--- src/sv/tpf_pkg.sv ---
// Package: shared types, constants and helpers of the text page formatter.
`timescale 1ns / 1ps

package tpf_pkg;

  // Limits on the effective register values
  localparam logic [4:0] MARGIN_MAX = 5'd16;
  localparam logic [3:0] TAB_MIN    = 4'd2;
  localparam logic [3:0] TAB_MAX    = 4'd8;

  // Register reset values
  localparam logic [6:0] LPP_RESET    = 7'd75;
  localparam logic [3:0] TAB_RESET    = 4'd8;
  localparam logic [4:0] MARGIN_RESET = 5'd0;

  // Register indexes on the configuration port
  localparam logic [1:0] CFG_LINES_PER_PAGE = 2'd0;
  localparam logic [1:0] CFG_TAB_WIDTH      = 2'd1;
  localparam logic [1:0] CFG_LEFT_MARGIN    = 2'd2;

  // Character codes
  localparam logic [7:0] CH_TAB   = 8'h09;
  localparam logic [7:0] CH_LF    = 8'h0A;
  localparam logic [7:0] CH_FF    = 8'h0C;
  localparam logic [7:0] CH_CR    = 8'h0D;
  localparam logic [7:0] CH_SPACE = 8'h20;

  // Input kind codes
  localparam logic KIND_TEXT = 1'b0;
  localparam logic KIND_EOF  = 1'b1;

  // Page eject sequence: CR ESC & l 0 H
  localparam logic [4:0] EJECT_LEN = 5'd6;

  function automatic logic [7:0] eject_byte(input logic [2:0] idx);
    logic [7:0] b;
    case (idx)
      3'd0:    b = 8'h0D;
      3'd1:    b = 8'h1B;
      3'd2:    b = 8'h26;
      3'd3:    b = 8'h6C;
      3'd4:    b = 8'h30;
      3'd5:    b = 8'h48;
      default: b = 8'h00;
    endcase
    return b;
  endfunction

  // Phase modulo the tab width; the phase is below 8 and the width at least 2
  function automatic logic [2:0] phase_mod(input logic [2:0] p, input logic [3:0] w);
    logic [3:0] r;
    r = {1'b0, p};
    for (int i = 0; i < 3; i++) begin
      if (r >= w) r = r - w;
    end
    return r[2:0];
  endfunction

  // Class of the item seen on the input channel
  typedef enum logic [2:0] {
    CLS_EOF,
    CLS_FF,
    CLS_NL,
    CLS_CR,
    CLS_TAB,
    CLS_CHAR
  } cls_t;

  // Run counter load sources
  typedef enum logic [1:0] {
    LD_NONE,
    LD_MARGIN,
    LD_TAB,
    LD_EJECT
  } load_t;

  // Output byte sources
  typedef enum logic [2:0] {
    SEL_SPACE,
    SEL_CHAR,
    SEL_EJECT,
    SEL_CR,
    SEL_LF
  } sel_t;

  // Datapath status toward the controller
  typedef struct packed {
    cls_t cls;          // class of the item on the input channel
    logic eof_pending;  // lines counted on the current page
    logic nl_eject;     // a newline now reaches the page length
    logic need_margin;  // at line start with a nonzero margin
    logic cnt_one;      // run counter on its final byte
    logic can_emit;     // output register free this cycle
  } stat_t;

  // Controller commands toward the datapath
  typedef struct packed {
    logic  take;   // accept the input item and update line state
    load_t load;   // load the run counter
    logic  dec;    // count one byte of the run
    logic  emit;   // write a byte into the output register
    sel_t  sel;    // which byte
    logic  last;   // final byte of this item
  } cmd_t;

endpackage

--- src/sv/tpf_datapath.sv ---
// Datapath: configuration registers, line state, run counter and output register.
`timescale 1ns / 1ps

module tpf_datapath (
  input  logic                clk,
  input  logic                rst_n,
  // input item fields
  input  logic [7:0]          in_tdata,   // text_byte
  input  logic                in_tuser,   // kind
  // configuration writes
  input  logic                cfg_valid,
  output logic                cfg_ready,
  input  logic [1:0]          cfg_index,
  input  logic [6:0]          cfg_data,
  // result channel
  output logic                out_tvalid,
  input  logic                out_tready,
  output logic [7:0]          out_tdata,  // out_byte
  output logic                out_tlast,  // last
  // controller link
  input  tpf_pkg::cmd_t       cmd,
  output tpf_pkg::stat_t      stat
);

  logic [6:0] lpp_r;
  logic [3:0] tab_width_r;
  logic [4:0] margin_r;

  logic       at_line_start_r;
  logic [2:0] tab_phase_r;
  logic [6:0] line_count_r;

  logic [7:0] char_r;
  logic [3:0] tab_run_r;
  logic [4:0] cnt_r;

  logic       out_valid_r;
  logic [7:0] out_data_r;
  logic       out_last_r;

  logic [3:0] tw;
  logic [4:0] margin_eff;
  logic [2:0] ph;
  logic [3:0] ph_inc;
  logic [3:0] tab_run;
  logic [7:0] line_inc;
  logic       nl_eject;
  logic [4:0] eject_pos;
  logic [7:0] byte_sel;
  tpf_pkg::cls_t cls;

  // Effective register values; lines per page cannot exceed its 127 ceiling
  always_comb begin
    if (tab_width_r < tpf_pkg::TAB_MIN)      tw = tpf_pkg::TAB_MIN;
    else if (tab_width_r > tpf_pkg::TAB_MAX) tw = tpf_pkg::TAB_MAX;
    else                                     tw = tab_width_r;
    margin_eff = (margin_r > tpf_pkg::MARGIN_MAX) ? tpf_pkg::MARGIN_MAX : margin_r;
  end

  assign ph       = tpf_pkg::phase_mod(tab_phase_r, tw);
  assign ph_inc   = {1'b0, ph} + 4'd1;
  assign tab_run  = tw - {1'b0, ph};
  assign line_inc = {1'b0, line_count_r} + 8'd1;
  assign nl_eject = (line_inc >= {1'b0, lpp_r});

  // Classify the item on the input channel
  always_comb begin
    if (in_tuser == tpf_pkg::KIND_EOF) begin
      cls = tpf_pkg::CLS_EOF;
    end else begin
      case (in_tdata)
        tpf_pkg::CH_FF:  cls = tpf_pkg::CLS_FF;
        tpf_pkg::CH_LF:  cls = tpf_pkg::CLS_NL;
        tpf_pkg::CH_CR:  cls = tpf_pkg::CLS_CR;
        tpf_pkg::CH_TAB: cls = tpf_pkg::CLS_TAB;
        default:         cls = tpf_pkg::CLS_CHAR;
      endcase
    end
  end

  // Status toward the controller
  assign stat.cls         = cls;
  assign stat.eof_pending = (line_count_r != 7'd0);
  assign stat.nl_eject    = nl_eject;
  assign stat.need_margin = at_line_start_r && (margin_eff != 5'd0);
  assign stat.cnt_one     = (cnt_r == 5'd1);
  assign stat.can_emit    = !out_valid_r || out_tready;

  // Configuration registers
  assign cfg_ready = 1'b1;

  always_ff @(posedge clk) begin
    if (!rst_n) begin
      lpp_r       <= tpf_pkg::LPP_RESET;
      tab_width_r <= tpf_pkg::TAB_RESET;
      margin_r    <= tpf_pkg::MARGIN_RESET;
    end else if (cfg_valid) begin
      case (cfg_index)
        tpf_pkg::CFG_LINES_PER_PAGE: lpp_r       <= cfg_data;
        tpf_pkg::CFG_TAB_WIDTH:      tab_width_r <= cfg_data[3:0];
        tpf_pkg::CFG_LEFT_MARGIN:    margin_r    <= cfg_data[4:0];
        default: ;
      endcase
    end
  end

  // Line state, updated when an item is taken
  always_ff @(posedge clk) begin
    if (!rst_n) begin
      at_line_start_r <= 1'b1;
      tab_phase_r     <= 3'd0;
      line_count_r    <= 7'd0;
    end else if (cmd.take) begin
      case (cls)
        tpf_pkg::CLS_EOF, tpf_pkg::CLS_FF: begin
          at_line_start_r <= 1'b1;
          tab_phase_r     <= 3'd0;
          line_count_r    <= 7'd0;
        end
        tpf_pkg::CLS_NL: begin
          at_line_start_r <= 1'b1;
          tab_phase_r     <= 3'd0;
          line_count_r    <= nl_eject ? 7'd0 : line_inc[6:0];
        end
        tpf_pkg::CLS_CR: begin
          at_line_start_r <= 1'b1;
          tab_phase_r     <= 3'd0;
        end
        tpf_pkg::CLS_TAB: begin
          at_line_start_r <= 1'b0;
          tab_phase_r     <= 3'd0;
        end
        default: begin
          at_line_start_r <= 1'b0;
          tab_phase_r     <= (ph_inc == tw) ? 3'd0 : ph_inc[2:0];
        end
      endcase
    end
  end

  // Item payload kept for the byte runs
  always_ff @(posedge clk) begin
    if (cmd.take) begin
      char_r    <= in_tdata;
      tab_run_r <= tab_run;
    end
  end

  // Run counter: bytes left in the margin, tab or eject run
  // (a tab with no margin loads its run in the same cycle the item is taken)
  always_ff @(posedge clk) begin
    if (!rst_n) begin
      cnt_r <= 5'd0;
    end else begin
      case (cmd.load)
        tpf_pkg::LD_MARGIN: cnt_r <= margin_eff;
        tpf_pkg::LD_TAB:    cnt_r <= {1'b0, (cmd.take ? tab_run : tab_run_r)};
        tpf_pkg::LD_EJECT:  cnt_r <= tpf_pkg::EJECT_LEN;
        default: if (cmd.dec) cnt_r <= cnt_r - 5'd1;
      endcase
    end
  end

  // Output byte selection
  assign eject_pos = tpf_pkg::EJECT_LEN - cnt_r;

  always_comb begin
    case (cmd.sel)
      tpf_pkg::SEL_CHAR:  byte_sel = char_r;
      tpf_pkg::SEL_EJECT: byte_sel = tpf_pkg::eject_byte(eject_pos[2:0]);
      tpf_pkg::SEL_CR:    byte_sel = tpf_pkg::CH_CR;
      tpf_pkg::SEL_LF:    byte_sel = tpf_pkg::CH_LF;
      default:            byte_sel = tpf_pkg::CH_SPACE;
    endcase
  end

  // Output register
  always_ff @(posedge clk) begin
    if (!rst_n) begin
      out_valid_r <= 1'b0;
    end else if (cmd.emit) begin
      out_valid_r <= 1'b1;
    end else if (out_tready) begin
      out_valid_r <= 1'b0;
    end
  end

  always_ff @(posedge clk) begin
    if (cmd.emit) begin
      out_data_r <= byte_sel;
      out_last_r <= cmd.last;
    end
  end

  assign out_tvalid = out_valid_r;
  assign out_tdata  = out_data_r;
  assign out_tlast  = out_last_r;

endmodule

--- src/sv/tpf_ctrl.sv ---
// Controller: sequences the output bytes that one input item causes.
`timescale 1ns / 1ps

module tpf_ctrl (
  input  logic           clk,
  input  logic           rst_n,
  input  logic           in_tvalid,
  output logic           in_tready,
  input  tpf_pkg::stat_t stat,
  output tpf_pkg::cmd_t  cmd
);

  typedef enum logic [3:0] {
    S_IDLE,
    S_MARGIN_TAB,
    S_MARGIN_CHAR,
    S_TAB,
    S_CHAR,
    S_EJECT,
    S_CR,
    S_CRLF_CR,
    S_CRLF_LF
  } state_t;

  state_t state_r, state_nxt;

  assign in_tready = (state_r == S_IDLE);

  // Next state and commands
  always_comb begin
    state_nxt = state_r;
    cmd.take  = 1'b0;
    cmd.load  = tpf_pkg::LD_NONE;
    cmd.dec   = 1'b0;
    cmd.emit  = 1'b0;
    cmd.sel   = tpf_pkg::SEL_SPACE;
    cmd.last  = 1'b0;
    case (state_r)
      S_IDLE: begin
        if (in_tvalid) begin
          cmd.take = 1'b1;
          case (stat.cls)
            tpf_pkg::CLS_EOF: begin
              if (stat.eof_pending) begin
                cmd.load  = tpf_pkg::LD_EJECT;
                state_nxt = S_EJECT;
              end
            end
            tpf_pkg::CLS_FF: begin
              cmd.load  = tpf_pkg::LD_EJECT;
              state_nxt = S_EJECT;
            end
            tpf_pkg::CLS_NL: begin
              if (stat.nl_eject) begin
                cmd.load  = tpf_pkg::LD_EJECT;
                state_nxt = S_EJECT;
              end else begin
                state_nxt = S_CRLF_CR;
              end
            end
            tpf_pkg::CLS_CR: state_nxt = S_CR;
            tpf_pkg::CLS_TAB: begin
              if (stat.need_margin) begin
                cmd.load  = tpf_pkg::LD_MARGIN;
                state_nxt = S_MARGIN_TAB;
              end else begin
                cmd.load  = tpf_pkg::LD_TAB;
                state_nxt = S_TAB;
              end
            end
            default: begin
              if (stat.need_margin) begin
                cmd.load  = tpf_pkg::LD_MARGIN;
                state_nxt = S_MARGIN_CHAR;
              end else begin
                state_nxt = S_CHAR;
              end
            end
          endcase
        end
      end
      S_MARGIN_TAB: begin
        if (stat.can_emit) begin
          cmd.emit = 1'b1;
          cmd.dec  = 1'b1;
          if (stat.cnt_one) begin
            cmd.load  = tpf_pkg::LD_TAB;
            state_nxt = S_TAB;
          end
        end
      end
      S_MARGIN_CHAR: begin
        if (stat.can_emit) begin
          cmd.emit = 1'b1;
          cmd.dec  = 1'b1;
          if (stat.cnt_one) state_nxt = S_CHAR;
        end
      end
      S_TAB: begin
        if (stat.can_emit) begin
          cmd.emit = 1'b1;
          cmd.dec  = 1'b1;
          cmd.last = stat.cnt_one;
          if (stat.cnt_one) state_nxt = S_IDLE;
        end
      end
      S_CHAR: begin
        cmd.sel = tpf_pkg::SEL_CHAR;
        if (stat.can_emit) begin
          cmd.emit  = 1'b1;
          cmd.last  = 1'b1;
          state_nxt = S_IDLE;
        end
      end
      S_EJECT: begin
        cmd.sel = tpf_pkg::SEL_EJECT;
        if (stat.can_emit) begin
          cmd.emit = 1'b1;
          cmd.dec  = 1'b1;
          cmd.last = stat.cnt_one;
          if (stat.cnt_one) state_nxt = S_IDLE;
        end
      end
      S_CR: begin
        cmd.sel = tpf_pkg::SEL_CR;
        if (stat.can_emit) begin
          cmd.emit  = 1'b1;
          cmd.last  = 1'b1;
          state_nxt = S_IDLE;
        end
      end
      S_CRLF_CR: begin
        cmd.sel = tpf_pkg::SEL_CR;
        if (stat.can_emit) begin
          cmd.emit  = 1'b1;
          state_nxt = S_CRLF_LF;
        end
      end
      S_CRLF_LF: begin
        cmd.sel = tpf_pkg::SEL_LF;
        if (stat.can_emit) begin
          cmd.emit  = 1'b1;
          cmd.last  = 1'b1;
          state_nxt = S_IDLE;
        end
      end
      default: state_nxt = S_IDLE;
    endcase
  end

  // State register
  always_ff @(posedge clk) begin
    if (!rst_n) begin
      state_r <= S_IDLE;
    end else begin
      state_r <= state_nxt;
    end
  end

endmodule

--- src/sv/text_page_formatter.sv ---
// Top level: text page formatter, controller plus datapath.
//
// Takes text bytes (or an end-of-file mark) on the in_ stream and sends printer
// bytes on the out_ stream. in_tuser is the kind (0 text, 1 end of file), in_tdata
// the character. out_tlast marks the final byte that one input item causes.
// Lines get the left margin in blanks, tabs expand to the next stop, newline
// becomes CR LF or the page eject sequence, form feed ejects the page.
// Registers are written on the cfg_ port (index 0 lines per page, 1 tab width,
// 2 left margin) by the user, and only while no item is in progress; the block
// itself does not enforce this. cfg_ready is always high. An item is taken only
// when the previous one has issued all its bytes. The item is accepted first,
// then its bytes are written into the output register one after another. An
// end of file with no lines pending gives no bytes. When the receiver stalls,
// the byte waits in the output register and the sequencer holds until it is
// taken. Reset (synchronous, rst_n low) clears the output register and line
// state and restores the register defaults.
`timescale 1ns / 1ps

module text_page_formatter (
  input  logic       clk,
  input  logic       rst_n,
  // input stream
  input  logic       in_tvalid,
  output logic       in_tready,
  input  logic [7:0] in_tdata,   // [7:0] text_byte
  input  logic       in_tuser,   // [0] kind
  // result stream
  output logic       out_tvalid,
  input  logic       out_tready,
  output logic [7:0] out_tdata,  // [7:0] out_byte
  output logic       out_tlast,
  // configuration writes
  input  logic       cfg_valid,
  output logic       cfg_ready,
  input  logic [1:0] cfg_index,
  input  logic [6:0] cfg_data
);

  tpf_pkg::cmd_t  cmd;
  tpf_pkg::stat_t stat;

  tpf_ctrl u_ctrl (
    .clk       (clk),
    .rst_n     (rst_n),
    .in_tvalid (in_tvalid),
    .in_tready (in_tready),
    .stat      (stat),
    .cmd       (cmd)
  );

  tpf_datapath u_datapath (
    .clk        (clk),
    .rst_n      (rst_n),
    .in_tdata   (in_tdata),
    .in_tuser   (in_tuser),
    .cfg_valid  (cfg_valid),
    .cfg_ready  (cfg_ready),
    .cfg_index  (cfg_index),
    .cfg_data   (cfg_data),
    .out_tvalid (out_tvalid),
    .out_tready (out_tready),
    .out_tdata  (out_tdata),
    .out_tlast  (out_tlast),
    .cmd        (cmd),
    .stat       (stat)
  );

endmodule

--- config.mk ---
export PLATFORM = sky130hd
export DESIGN_NAME = text_page_formatter
export DESIGN_NICKNAME = d
export VERILOG_FILES = /design/src/sv/tpf_pkg.sv /design/src/sv/tpf_datapath.sv /design/src/sv/tpf_ctrl.sv /design/src/sv/text_page_formatter.sv
export SDC_FILE = /design/constraint.sdc
export NUM_CORES = 1
export LEC_CHECK = 0
export BUFFER_PORTS_ARGS = -buffer_cell sky130_fd_sc_hd__buf_4
export CAP_MARGIN = 20
export CORE_ASPECT_RATIO = 0.9
export CORE_MARGIN = 2
export CORE_UTILIZATION = 50
export DETAILED_ROUTE_END_ITERATION = 8
export GPL_TIMING_DRIVEN = 0
export PLACE_DENSITY = 0.8
export SYNTH_ARGS = -nofsm -noshare
export SYNTH_HDL_FRONTEND = slang
export SYNTH_SLANG_ARGS = --single-unit
export TNS_END_PERCENT = 20
--- constraint.sdc ---
create_clock -name clk -period 7.2 [get_ports clk]
set_input_delay 0.72 -clock clk [delete_from_list [all_inputs] [get_ports clk]]
set_output_delay 0.72 -clock clk [all_outputs]
set_load 0.02 [all_outputs]
==> run metrics <==
result of the run finished, final reports clean; Die H 91.2 um; switching share of power 40.1%; period utilization 92.0%; power per standard cell area 275 nW/um^2; highest fanout seen on the critical path 8; post-detail-place hpwl 7.55 mm; Logic pwr share 45.5%; number of vias after detailed routing 3833; headroom to the max-slew limit 39.8%; endpoint of the most critical setup path u_datapath.cnt_r[2]$_SDFFE_PN0P_; first element of the critical path u_datapath.tab_width_r[3]$_SDFFE_PN1P_; CP Data Arrival Time 6.83 ns; capturing element type of the critical path flop; combined area of all synthesized cells 4220 sq um; share of final-layout standard cells stronger than drive strength 1 13.3%; clock tree from TritonCTS done; global-route met1 utilization 30.7%; power dissipated by switching net loads 0.000528 W; pin count of the biggest net entering global routing 14; TritonCTS buffer count 9; Post-CTS Resized 0; Most Frequent Cell on Critical Path inv_1; number of DRC markers after the initial detailed-route iteration 152; VDD IR-drop max 0.000137 V; slew at the pin closest to its max-slew limit 0.891 ns; iteration count of the initial detailed-routing pass 5; number of flops mapped to enable cells by yosys 17; post-layout net count 592; Initial Utilization 52.1%; Antenna Cells 0; number of buffers added for setup after CTS 0; number of cell instances on the worst register-to-register path 29; worst hold path type flop to flop; CTS H-Tree Depth 3; Mapped Nets 548; clock net sink count 58; crit path launch type flop; Final Util 59.1%; Setup TNS 0 ns; number of nets still failing antenna checks after routing 0; wire length of the first global-routing pass 16.7 mm; flop and latch count out of synthesis 58; maximum capacitance violations 0; sum of routed wire length over all layers 9.89 mm; number of remaining DRC errors 0; worst setup slack for register-to-register paths 0.57 ns; number of hold violations in the final report 0; global-route congestion overflow total 0; number of standard-cell rows in the floorplan 31; Worst-Skew Late Latency 0.34 ns; final count of pins violating max slew 0; core footprint 8110 sq um; endpoint of the worst-slack reg-to-reg timing path u_datapath.cnt_r[2]$_SDFFE_PN0P_; post-synthesis async set-or-reset flop share 0%; post-synthesis cell type count 75; met3 demand-to-capacity share in global routing 4.16%; number of endpoints failing setup at the final stage 0; post-synthesis to final-layout area growth 13.4%; Internal Pwr Total 0.000788 W; floorplan die width 101 um; Avg Inst Size Synth 8.60 sq um; via count of the first global-routing pass 3542; average wire per cell in the routed design 15.5 um; final critical path time including I/O delays and setup 6.63 ns; met2 routing resource usage after global routing 35.6%; category of the most critical setup path flop to flop; count of buffers from port buffering 33; Slowest Stage Delay on Critical Path 0.50 ns; Post-Route Skew 0.00914 ns; number of antenna violations at the first check in global routing 0; layout filler cell count 713; # IOs 35; sequential area share after synthesis 31.5%; f_max 0.151 GHz; proportion of power drawn by the clock network 19.2%; gr usage total 22.2%; clock root buffer clkbuf_8; Sequential Power Share 35.3%; Most Used Layer, Global Route met2; buffers from clock root to sink, at most 2; Final GP Congestion 0.890; leak pwr 1.95 nW; unrepaired setup endpoints after global routing no; number of warnings issued by yosys 0; die area 9190 sq um; synthesized netlist cell count 491; RR Startpoint u_datapath.tab_width_r[3]$_SDFFE_PN1P_; hold-fix buffer count after cts 0; CP Data Required Time 7.41 ns; Top FF cell, synth dfxtp_1; Max stage delay cell, worst path dfxtp_1; mean number of vias per cell 6.00; clock transition time at the flip-flop clock pins of the worst setup and hold paths 0.07 ns
-- per-layer routing --
| metal | up-vias | part of all wire, % |
|---|---|---|
| met3 | 18 | 4.0 |
| li1 | 1894 | - |
| met5 | - | 0 |
| met2 | 110 | 47 |
| met4 | 0 | 1.5 |
| met1 | 1811 | 48 |
-- placed cells by master (no fill, tap or decap), drive strengths merged, types with 3 or more instances in the layout --
cell	count
nand2	39
a31oi	6
a22oi	4
edfxtp	17
xnor2	10
nor4	6
nand3b	3
nor3	13
o22ai	5
o211ai	8
and2	5
clkbuf	24
mux2i	12
nor3b	5
o21a	4
dfxtp	41
a21oi	27
fa	3
nand3	17
o31ai	3
o21ai	27
a41oi	7
ha	31
nand4b	3
a211oi	3
inv	29
clkinv	4
a21boi	12
nor2b	26
xor2	10
buf	43
or3	8
nor2	31
nand2b	9
-- synthesized netlist by cell type, types with 3 or more instances --
| master | n | area [sq um] |
|---|---|---|
| nand4b_1 | 3 | 26.3 |
| nand3b_1 | 3 | 22.5 |
| o211ai_1 | 7 | 52.6 |
| fa_1 | 3 | 60.1 |
| xnor2_1 | 10 | 87.6 |
| nor2b_1 | 26 | 163 |
| o21a_1 | 4 | 30.0 |
| o22ai_1 | 5 | 31.3 |
| o21ai_1 | 4 | 20.0 |
| nor4_1 | 4 | 25.0 |
| inv_1 | 29 | 109 |
| dfxtp_1 | 41 | 821 |
| nand2b_1 | 9 | 56.3 |
| or3_1 | 8 | 50.1 |
| ha_1 | 31 | 388 |
| a21boi_0 | 12 | 90.1 |
| buf_6 | 3 | 33.8 |
| buf_2 | 6 | 30.0 |
| and2_1 | 5 | 31.3 |
| a211oi_1 | 3 | 22.5 |
| xor2_1 | 10 | 87.6 |
| a41oi_1 | 6 | 52.6 |
| o31ai_1 | 3 | 22.5 |
| nor2_1 | 31 | 116 |
| nor3_1 | 13 | 65.1 |
| a21oi_1 | 27 | 135 |
| nand2_1 | 38 | 143 |
| a31oi_1 | 6 | 37.5 |
| edfxtp_1 | 17 | 510 |
| nand3_1 | 17 | 85.1 |
| nor3b_1 | 4 | 30.0 |
| mux2i_1 | 12 | 120 |
| a22oi_1 | 4 | 30.0 |
| o21ai_0 | 23 | 115 |
| clkbuf_1 | 14 | 52.6 |
-- cells by family after synthesis --
logic type / share of synthesized area (%)
xor gates and xnor gates: 4.15
other: 0.0889
adders and majority gates: 10.6
and+or+nand+nor: 22.8
DFF: 31.5
AOI/OAI and AO/OA: 22.4
buffers and inverters: 5.51
muxes: 2.85
-- flip-flops by register name, summed over array words and instances (netlist names), 3 cells and up --
name	count
u_ctrl.state_r	4
u_datapath.lpp_r	7
u_datapath.out_tdata	8
u_datapath.line_count_r	7
u_datapath.tab_phase_r	3
u_datapath.char_r	8
u_datapath.cnt_r	5
u_datapath.tab_run_r	4
u_datapath.tab_width_r	4
u_datapath.margin_r	5
-- power by group through the flow --
stage	Clock, W	Sequential (W)	Combinational [W]
final	0.000252	0.000465	0.000599
after global routing	0.000271	0.000474	0.000655
after CTS	0.000254	0.000465	0.000588
after detailed placement	0	0.000472	0.000582
after global placement	0	0.000470	0.000564
after floorplan	0	0.000500	0.000389
-- worst max-delay path: cells and delay by family, from the launching register on --
kind	cells	cell delay (ns)
AO/OA/AOI/OAI	11	2.53
adder cells (fa/ha/maj)	6	1.85
AND/OR/NAND/NOR	7	0.87
buffers and inverters	4	0.59
flip-flops	1	0.50
XOR/XNOR	1	0.14
-- how the worst min path moves through the flow --
stage                                    startpoint                               to  slack, ns  depth (start not counted)
finish              u_datapath.tab_run_r[1]$_DFF_P_  u_datapath.tab_run_r[1]$_DFF_P_       0.47                          2
global route        u_datapath.tab_run_r[1]$_DFF_P_  u_datapath.tab_run_r[1]$_DFF_P_       0.52                          2
CTS                 u_datapath.tab_run_r[1]$_DFF_P_  u_datapath.tab_run_r[1]$_DFF_P_       0.48                          2
detailed placement  u_datapath.tab_run_r[1]$_DFF_P_  u_datapath.tab_run_r[1]$_DFF_P_       0.46                          2
global placement    u_datapath.tab_run_r[3]$_DFF_P_  u_datapath.tab_run_r[3]$_DFF_P_       0.46                          2
floorplan           u_datapath.tab_run_r[1]$_DFF_P_  u_datapath.tab_run_r[1]$_DFF_P_       0.44                          2
-- cell type report --
class	count	area (sq um)	share of cell area [%]
buffer	24	124	2.59
timing repair buffer	33	248	5.18
tap	99	124	2.59
inverter	29	109	2.27
sequential	58	1330	27.8
clock buffer	10	128	2.67
multi-input combinational	380	2690	56.2
clock inverter	6	33.8	0.706
-- per-stage QoR --
step | total power, W | worst slack (ns) | instance area (sq um) | cells | hold slack (ns)
finish | 0.00132 | 0.574 | 4790 | 639 | 0.474
global route | 0.00140 | 0.0503 | 4790 | 639 | 0.523
CTS | 0.00131 | 0.205 | 4750 | 639 | 0.476
detailed placement | 0.00105 | 0.243 | 4590 | 623 | 0.463
global placement | 0.00103 | 0.490 | 4590 | 623 | 0.457
floorplan | 0.000889 | 1.46 | 4220 | 491 | 0.436
Note: power is estimated with default switching activity, not from simulation.
